==> src/mlm_pkg.sv <==
// Shared widths, command and status codes, and the classified request type.
`default_nettype none
package mlm_pkg;

	localparam int CMD_W  = 3;
	localparam int IDX_W  = 6;
	localparam int TID_W  = 8;
	localparam int KIND_W = 2;
	localparam int ST_W   = 3;

	localparam logic [CMD_W-1:0] CMD_CREATE  = 3'd0;
	localparam logic [CMD_W-1:0] CMD_DESTROY = 3'd1;
	localparam logic [CMD_W-1:0] CMD_LOCK    = 3'd2;
	localparam logic [CMD_W-1:0] CMD_TRYLOCK = 3'd3;
	localparam logic [CMD_W-1:0] CMD_UNLOCK  = 3'd4;

	localparam logic [ST_W-1:0] ST_OK       = 3'd0;
	localparam logic [ST_W-1:0] ST_INVALID  = 3'd1;
	localparam logic [ST_W-1:0] ST_NOSLOT   = 3'd2;
	localparam logic [ST_W-1:0] ST_BUSY     = 3'd3;
	localparam logic [ST_W-1:0] ST_DEADLOCK = 3'd4;
	localparam logic [ST_W-1:0] ST_NOTOWNER = 3'd5;
	localparam logic [ST_W-1:0] ST_BLOCKED  = 3'd6;
	localparam logic [ST_W-1:0] ST_NOTHREAD = 3'd7;

	localparam logic [KIND_W-1:0] KIND_RECURSIVE = 2'd2;

	localparam int Q_DEPTH = 2;
	localparam int Q_AW    = $clog2(Q_DEPTH);

	localparam int SCAN_W  = 8;
	localparam int SCAN_AW = $clog2(SCAN_W);

	typedef struct packed {
		logic [CMD_W-1:0]  cmd;
		logic [IDX_W-1:0]  slot;
		logic [TID_W-1:0]  thread;
		logic [KIND_W-1:0] kind;
		logic              bad_cmd;
		logic              bad_slot;
		logic              bad_thread;
	} mlm_op_t;

endpackage
`default_nettype wire

==> src/mlm_queue.sv <==
// Short request queue between the front end and the execution back end.
`default_nettype none
module mlm_queue import mlm_pkg::*; (
	input  logic    clk,
	input  logic    arst_n,
	input  logic    push,
	input  mlm_op_t push_item,
	output logic    full,
	input  logic    pop,
	output logic    avail,
	output mlm_op_t head_item
);

	mlm_op_t          slots_q [Q_DEPTH];
	logic [Q_AW-1:0]  wr_ptr_q;
	logic [Q_AW-1:0]  rd_ptr_q;
	logic [Q_AW:0]    cnt_q;

	function automatic logic [Q_AW-1:0] ptr_next(input logic [Q_AW-1:0] p);
		ptr_next = (p == Q_AW'(Q_DEPTH - 1)) ? '0 : p + 1'b1;
	endfunction

	assign full      = cnt_q == (Q_AW+1)'(Q_DEPTH);
	assign avail     = cnt_q != '0;
	assign head_item = slots_q[rd_ptr_q];

	always_ff @(posedge clk) begin
		if (push) begin
			slots_q[wr_ptr_q] <= push_item;
		end
	end

	always_ff @(posedge clk or negedge arst_n) begin
		if (!arst_n) begin
			wr_ptr_q <= '0;
			rd_ptr_q <= '0;
			cnt_q    <= '0;
		end else begin
			if (push) begin
				wr_ptr_q <= ptr_next(wr_ptr_q);
			end
			if (pop) begin
				rd_ptr_q <= ptr_next(rd_ptr_q);
			end
			if (push && !pop) begin
				cnt_q <= cnt_q + 1'b1;
			end else if (pop && !push) begin
				cnt_q <= cnt_q - 1'b1;
			end
		end
	end

endmodule
`default_nettype wire

==> config.mk <==
export PLATFORM = sky130hd
export DESIGN_NAME = mlm_queue
export DESIGN_NICKNAME = d
export VERILOG_FILES = /design/src/mlm_pkg.sv /design/src/mlm_queue.sv
export SDC_FILE = /design/constraint.sdc
export NUM_CORES = 1
export LEC_CHECK = 0
export ABC_AREA = 1
export BUFFER_PORTS_ARGS = -buffer_cell sky130_fd_sc_hd__buf_2
export CELL_PAD_IN_SITES_DETAIL_PLACEMENT = 0
export CELL_PAD_IN_SITES_GLOBAL_PLACEMENT = 1
export CORE_AREA = 2 2 69 71
export DETAILED_ROUTE_END_ITERATION = 10
export DIE_AREA = 0 0 71 73
export PLACE_DENSITY = 0.84
export SETUP_SLACK_MARGIN = 0.05
export SYNTH_ARGS = -nofsm -noshare
export SYNTH_HDL_FRONTEND = slang
export SYNTH_SLANG_ARGS = --single-unit
==> constraint.sdc <==
create_clock -name clk -period 2.1 [get_ports clk]
set_input_delay 0.63 -clock clk [delete_from_list [all_inputs] [get_ports clk]]
set_output_delay 0.63 -clock clk [all_outputs]
set_load 0.01 [all_outputs]
* After elaboration in Yosys (flattened, before gate mapping)
Memory sizes are Yosys's and may differ from the RTL's.
Cells that the tools add are included.
** Word-level totals
- Bits of input ports :: 26
- Memories kept :: 1
- Bits in writable memories :: 44
- Latch bits :: 0
- Register bits after elaboration :: 4
- Memory bits (read-only) :: 0
- Word-level logic and storage cells :: 21
- Output and inout bits :: 24
** Memory list
- slots_q :: depth 2, width 22, rd ports 1, clocked after Yosys merged registers in 0, wr ports 1, line mlm_queue.sv:14 : mlm_op_t slots_q [Q_DEPTH];
** Cells by class
- Div/mod/pow operators :: 0
- $lt $le $gt $ge :: 0
- Bitwise logic cells :: 0
- Equal/unequal tests :: 1
- Shifts and indexed selects :: 0
- Muxes and demuxes :: 6
- Add/subtract/negate cells :: 4
- Multiply operators :: 0
- Reductions and logical operators :: 6
** Operators with widths (count)
- $mux W1 :: 4
- $mux W2 :: 2
- $reduce_bool A2 Y1 :: 2
- $add A1 B1 Y1 const B :: 2
- $add A2 B1 Y2 const B :: 1
- $eq A2 B2 Y1 const B :: 1
- $logic_and A1 B1 Y1 :: 2
- $logic_not A1 Y1 :: 2
- $sub A2 B1 Y2 const B :: 1

* Longest topological paths before layout
Gate-level depths: netlist of run 1.
- Depth after elaboration :: 4
- Mapped depth :: 7
- Mapped depth without buffers :: 7

* Worst setup path before layout of run 1
No wires, ideal clock.
- Kind :: input -> register
- Start :: in push
- End :: mem slots_q[0][0] (netlist name), enable pin
- Library setup time :: 0.401 ns
- Slack :: 0.097 ns
- Stages on the path :: 2
- Arrival time :: 1.602 ns
- Required time :: 1.699 ns
- Path buffers :: 0
- Path through :: inv_1 nor2_1
** Between the ends
- Cells in the longest elaborated chain, start to end :: 2
** Ends and longest elaborated chain
- from (decl) :: line mlm_queue.sv:6 : input logic push,
- $mux W1 :: line mlm_queue.sv:28 : if (push) begin
- $mux W1 (not written as such) :: line mlm_queue.sv:29 : slots_q[wr_ptr_q] <= push_item;
- to (decl) :: line mlm_queue.sv:14
No other way between the ends.

==> results of run 1 <==
## placed cells by master, fill, tap and decap left out, drive strengths merged
| master | Yosys | routed |
|---|---|---|
| buf | 2 | 54 |
| edfxtp | 44 | 44 |
| mux2 | 22 | 22 |
| inv | 7 | 7 |
| nand2 | 6 | 6 |
| clkbuf | 0 | 5 |
| dfrtp | 4 | 4 |
| clkinv | 0 | 3 |
| xor2 | 2 | 2 |
| nor2 | 2 | 2 |
| xnor2 | 1 | 1 |
| nand3 | 1 | 1 |
| nand4 | 1 | 1 |
| ha | 1 | 1 |
## cells by family after synthesis
kind of cell / after synthesis / share of synthesized area (%)
AND/OR/NAND/NOR: 10 / 2.30
multiplexers: 22 / 13.8
buffers and inverters: 9 / 2.71
flip-flops: 48 / 79.1
XOR/XNOR: 3 / 1.46
adder cells (fa/ha/maj): 1 / 0.696
## flip-flops by register name, summed over array words and instances (netlist names)
signal    cells
slots_q      44
wr_ptr_q      1
cnt_q         2
rd_ptr_q      1
## per-stage QoR
stage                     power [mW]  hold slack (ps)
after floorplan                 1.92              334
after global placement          2.23              438
after detailed placement        2.27              441
after CTS                       2.79              119
after global routing            2.91              117
final                           2.74              130
## area by class of cell
| cell class | count | area (sq um) |
|---|---|---|
| clock inverters | 3 | 18.8 |
| fillers | 389 | 2310 |
| flip-flops and latches | 48 | 1420 |
| repair buffers | 54 | 295 |
| multi-input cells | 36 | 330 |
| clock buffers | 5 | 68.8 |
| inverters | 7 | 26.3 |
| well taps | 54 | 67.6 |
## power breakdown
part	internal, mW	switching, mW	leakage [nW]
registers	1.27	0.0661	0.460
logic	0.437	0.445	0.387
clock network	0.232	0.287	0.0479
total	1.94	0.798	0.895
## final timing paths
check                                      from                       end  cells after the start
max reg2reg                wr_ptr_q$_DFFE_PN0P_  slots_q[0][12]$_DFFE_PP_                      2
min                                      arst_n      cnt_q[1]$_DFFE_PN0P_                      1
max in group asynchronous                arst_n      wr_ptr_q$_DFFE_PN0P_                      1
max                        rd_ptr_q$_DFFE_PN0P_              head_item[7]                      3
min in group clk           cnt_q[1]$_DFFE_PN0P_      cnt_q[1]$_DFFE_PN0P_                      2
min reg2reg                cnt_q[1]$_DFFE_PN0P_      cnt_q[1]$_DFFE_PN0P_                      2
## per-layer routing
layer / vias up / share of wire (%)
met3: 2 / 6.7
met2: 32 / 52
li1: 461 / -
met1: 460 / 40
met4: 0 / 0.82
met5: - / 0
==> flow_summary_export.csv, run 1 <==
group,metric,value,unit
setup_path,critPathMaxFanout,23,
pwr,powerDensity,1230,nW/um^2
sta,period_share,94.3,%
sta,slew_headroom,87.9,%
grt,grt_util_met2,19.0,%
grt,grt_overflow_total,0,
placed_design,dp_slack,424,ps
die,io_pins,50,
clock_network,ctsLongestPathBuffers,2,
logic_synthesis,yosysSeqAreaShare,79.1,%
finish,area_growth,23.9,%
logic_synthesis,ys_async_sr_fraction,8.33,%
sta,fin_ws,119,ps
logic_synthesis,ys_warn_count,0,
pwr,ir_worst_vdd,0.563,mV
finish,drive_gt1_share,55.6,%
die,rows,25,
setup_path,cp_top_family,"flip-flops",
logic_synthesis,ys_seq_elements,48,
sta,hold_viol,0,
setup_path,reg2reg_setup_slack,1030,ps
logic_synthesis,synthFlopType,"edfxtp_1",
setup_path,cp_cell_sequence,"buf_12 > mux2_2 > buf_2",
routing,dr.pass1.iters,4,
job,max_cap_violations,0,
die,start_util,39.6,%
setup_path,worst-endpoint-required,1470,ps
grt,antenna_found_initial,0,
grt,grt_use_total,11.1,%
placed_design,post-dp-hpwl,1980,um
grt,use_met3,4.83,%
placed_design,io_buffers,49,
placed_design,dpl.cell_count,199,
clock_network,cts.hold.buffers_added,0,
clock_network,cts_tree,"yes",
clock_network,clkLatencyLatePin,290,ps
clock_network,clkTransAtPathRegs,80,ps
clock_network,ctsResizeCount,0,
die,die_area,5180,sq um
routing,drtIter0Drc,96,
setup_path,critPathBufInv,2,
sta,fin_setup_tns,0,ps
routing,ant_nets,0,
setup_path,end_kind,"output port",
die,core-area,4540,sq um
grt,met1_usage,11.9,%
logic_synthesis,synth_common_cells,"edfxtp_1 (44), mux2_2 (22), inv_1 (7)",
sta,rsz0062_at_grt,"false",
die,die_width,71,um
sta,drv_slew,0,
grt,grt_pass1_wl,4240,um
placed_design,place_area,2140,sq um
routing,via_per_inst,4.61,
logic_synthesis,yosysTopAreaCellShare,73.5,%
setup_path,path_class,"reg -> out",
grt,grt_pass1_vias,946,
sta,fin_skew,5.22,ps
setup_path,slowest_stage,"dfrtp_1",
logic_synthesis,synth_most_common_cell,"edfxtp_1",
setup_path,arrival,1350,ps
sta,worstMarginPinSlew,181,ps
min_path,hold_path.class,"in -> async",
clock_network,h-tree-depth,2,
clock_network,cts_made_buffers,5,
finish,antenna_cells,0,
finish,fin_util,49.1,%
logic_synthesis,synth_nets,120,
status,status,"complete, no violations",
logic_synthesis,syn_area,1800,sq um
die,die_h,73,um
setup_path,critPathLaunchType,"register",
grt,top_usage_layer,"met2",
routing,drc,0,
finish,final_nets,179,
logic_synthesis,ys_top_cells_by_area,"edfxtp_1 (73%), mux2_2 (14%), dfrtp_1 (5.6%)",
placed_design,gp_congestion,0.699,
clock_network,cts_root_buf,"clkbuf_8",
pwr,p_leak,0.895,nW
routing,routed_wl,2800,um
setup_path,critPathMaxStageDelay,380,ps
finish,finalNonFillerCells,207,
sta,fmaxAchievable,0.505,GHz
logic_synthesis,synth.avg_cell_area,19.3,sq um
routing,vias,955,
sta,setup_viol,0,
routing,wl_per_cell,13.5,um
clock_network,cts_sinks,48,
logic_synthesis,post-synth-top-area-cell,"edfxtp_1",
grt,grt_max_degree,24,
logic_synthesis,syn_inst,93,
clock_network,post-cts-setup-buffers,0,
sta,period_needed,1980,ps
logic_synthesis,synth.distinct_cells,12,
logic_synthesis,synth_edf_count,44,
finish,design_area,2230,sq um
Power figures use the tool's default switching activity.
==> run 2: changes to the inputs <==
--- a/config.mk
+++ b/config.mk
@@ -9,10 +9,11 @@
 export BUFFER_PORTS_ARGS = -buffer_cell sky130_fd_sc_hd__buf_2
 export CELL_PAD_IN_SITES_DETAIL_PLACEMENT = 0
 export CELL_PAD_IN_SITES_GLOBAL_PLACEMENT = 1
-export CORE_AREA = 2 2 69 71
+export CORE_AREA = 2 2 67 69
+export CTS_BUF_LIST = sky130_fd_sc_hd__clkbuf_8
 export DETAILED_ROUTE_END_ITERATION = 10
-export DIE_AREA = 0 0 71 73
-export PLACE_DENSITY = 0.84
+export DIE_AREA = 0 0 69 71
+export PLACE_DENSITY = 0.88
 export SETUP_SLACK_MARGIN = 0.05
 export SYNTH_ARGS = -nofsm -noshare
 export SYNTH_HDL_FRONTEND = slang
==> run 2 against run 1 <==
Die area is 5.5% lower. Routed wire length is 8.9% higher. Highest routed layer unchanged. Global-route usage grew 2.1 points. Count of clock-buffer cells in the layout did not move. Utilization grew 3.6 points. Clock skew increased by 1.6 ps. Worst hold slack lost 0.75 ps.
==> flow_summary_export.csv, run 2 (synthesized netlist as in run 1, its figures left out) <==
group,metric,value,unit
finish,top_register,"slots_q",
placed_design,place_area,2130,sq um
die,die_width,69,um
sta,drv_slew,0,
finish,largest_reg_flops,44,
finish,final_nets,178,
finish,final_common_cell,"buf_2",
pwr,power,2.75,mW
clock_network,cts_root_buf,"clkbuf_8",
sta,fin_setup_tns,0,ps
pwr,swShare,29.7,%
routing,drc,0,
sta,fin_skew,6.81,ps
grt,grt_max_degree,23,
sta,fin_ws,116,ps
pwr,combPwrFrac,32.3,%
pwr,p_leak,0.884,nW
routing,via_per_inst,4.76,
finish,finalNonFillerCells,203,
setup_path,cp_cell_sequence,"buf_6 > mux2_2 > buf_2",
die,start_util,42.8,%
placed_design,gp_congestion,0.686,
setup_path,worst-endpoint-required,1470,ps
die,rows,24,
setup_path,path_class,"reg -> out",
sta,period_share,94.5,%
die,core-area,4200,sq um
clock_network,cts_tree,"yes",
clock_network,cts_made_buffers,5,
grt,antenna_found_initial,0,
sta,rsz0062_at_grt,"false",
die,die_area,4900,sq um
grt,grt_overflow_total,0,
routing,wl_per_cell,15.0,um
min_path,hold_path.class,"in -> async",
pwr,p_clk_share,18.8,%
pwr,intPower,1.93,mW
grt,grt_pass1_wl,4800,um
clock_network,clkTransAtPathRegs,80,ps
finish,drive_gt1_share,54.3,%
setup_path,critPathMaxStageDelay,370,ps
pwr,ir_worst_vdd,0.534,mV
pwr,powerDensity,1240,nW/um^2
job,max_cap_violations,0,
placed_design,post-dp-hpwl,2170,um
grt,grt_pass1_vias,1025,
pwr,switchingPower,0.816,mW
setup_path,slowest_stage,"dfrtp_1",
placed_design,dpl.cell_count,196,
clock_network,h-tree-depth,2,
finish,mostFrequentLayoutCells,"buf_2 (49), edfxtp_1 (44), mux2_2 (22)",
clock_network,post-cts-setup-buffers,0,
setup_path,critPathMaxFanout,16,
finish,area_growth,23.2,%
clock_network,cts_sinks,48,
clock_network,clkLatencyLatePin,300,ps
routing,vias,967,
placed_design,io_buffers,49,
sta,hold_slack,129,ps
finish,fillers,376,
placed_design,dp_slack,380,ps
routing,drtIter0Drc,59,
die,io_pins,50,
sta,fmaxAchievable,0.504,GHz
routing,ant_nets,0,
clock_network,ctsLongestPathBuffers,2,
setup_path,critPathLaunchType,"register",
sta,period_needed,1980,ps
pwr,seqPwrFrac,48.9,%
sta,worstMarginPinSlew,347,ps
setup_path,end_kind,"output port",
finish,design_area,2220,sq um
sta,slew_headroom,76.8,%
finish,largestRegisters,"slots_q: 44 flops, cnt_q: 2 flops",
status,status,"complete, no violations",
setup_path,arrival,1350,ps
sta,hold_viol,0,
sta,setup_viol,0,
routing,dr.pass1.iters,4,
die,die_h,71,um
grt,grt_use_total,13.2,%
finish,fin_util,52.7,%
routing,routed_wl,3050,um
finish,antenna_cells,0,
==> run 2: cell count changes in the layout (fill, tap and decap cells not counted), sizes merged <==
cell / delta
buf: -1
clkinv: -1
==> run 2: final cells by class <==
cell class / count / area (sq um) / share of cell area, %
Clock inverter: 2 / 12.5 / 0.565
Inverter: 7 / 26.3 / 1.19
Tap cell: 52 / 65.1 / 2.94
Timing Repair Buffer: 53 / 292 / 13.2
Sequential cell: 48 / 1420 / 64.1
Clock buffer: 5 / 68.8 / 3.11
Multi-Input combinational cell: 36 / 330 / 14.9
==> run 2: path summary, 6_finish.rpt <==
| check | slack [ps] | end | start | cells past startpoint |
|---|---|---|---|---|
| max | 120 | head_item[5] | rd_ptr_q$_DFFE_PN0P_ | 3 |
| min | 130 | cnt_q[0]$_DFFE_PN0P_ | arst_n | 1 |
| max reg2reg | 870 | slots_q[1][12]$_DFFE_PP_ | wr_ptr_q$_DFFE_PN0P_ | 3 |
| min reg2reg | 490 | cnt_q[1]$_DFFE_PN0P_ | cnt_q[1]$_DFFE_PN0P_ | 2 |
| max in group asynchronous | 1850 | rd_ptr_q$_DFFE_PN0P_ | arst_n | 1 |
| min in group clk | 490 | cnt_q[1]$_DFFE_PN0P_ | cnt_q[1]$_DFFE_PN0P_ | 2 |
==> run 2: critical path, delay by kind of cell, from the launching register on <==
family / cells / cell delay [ps]
flops: 1 / 370
mux: 1 / 350
buf+inv: 2 / 340
==> run 2: power groups by stage <==
stage	Clock (mW)	Combinational, mW	Sequential, mW
after floorplan	0	0.565	1.36
after global placement	0	0.867	1.35
after detailed placement	0	0.900	1.37
after CTS	0.531	0.909	1.35
after global routing	0.576	0.958	1.36
final	0.517	0.887	1.34
==> run 2: layer usage <==
layer | track usage (%) | routed length (um) | vias up
li1 | - | - | 457
met1 | 14.2 | 1180 | 467
met5 | 0 | 0 | -
met4 | 7.84 | 63 | 0
met3 | 3.70 | 166 | 7
met2 | 23.1 | 1640 | 36
==> run 2: what timing repair did <==
item	in CTS	in global routing
endpoints found under the setup margin	1	0
hold buffers	0	0
gates resized for setup	1	0
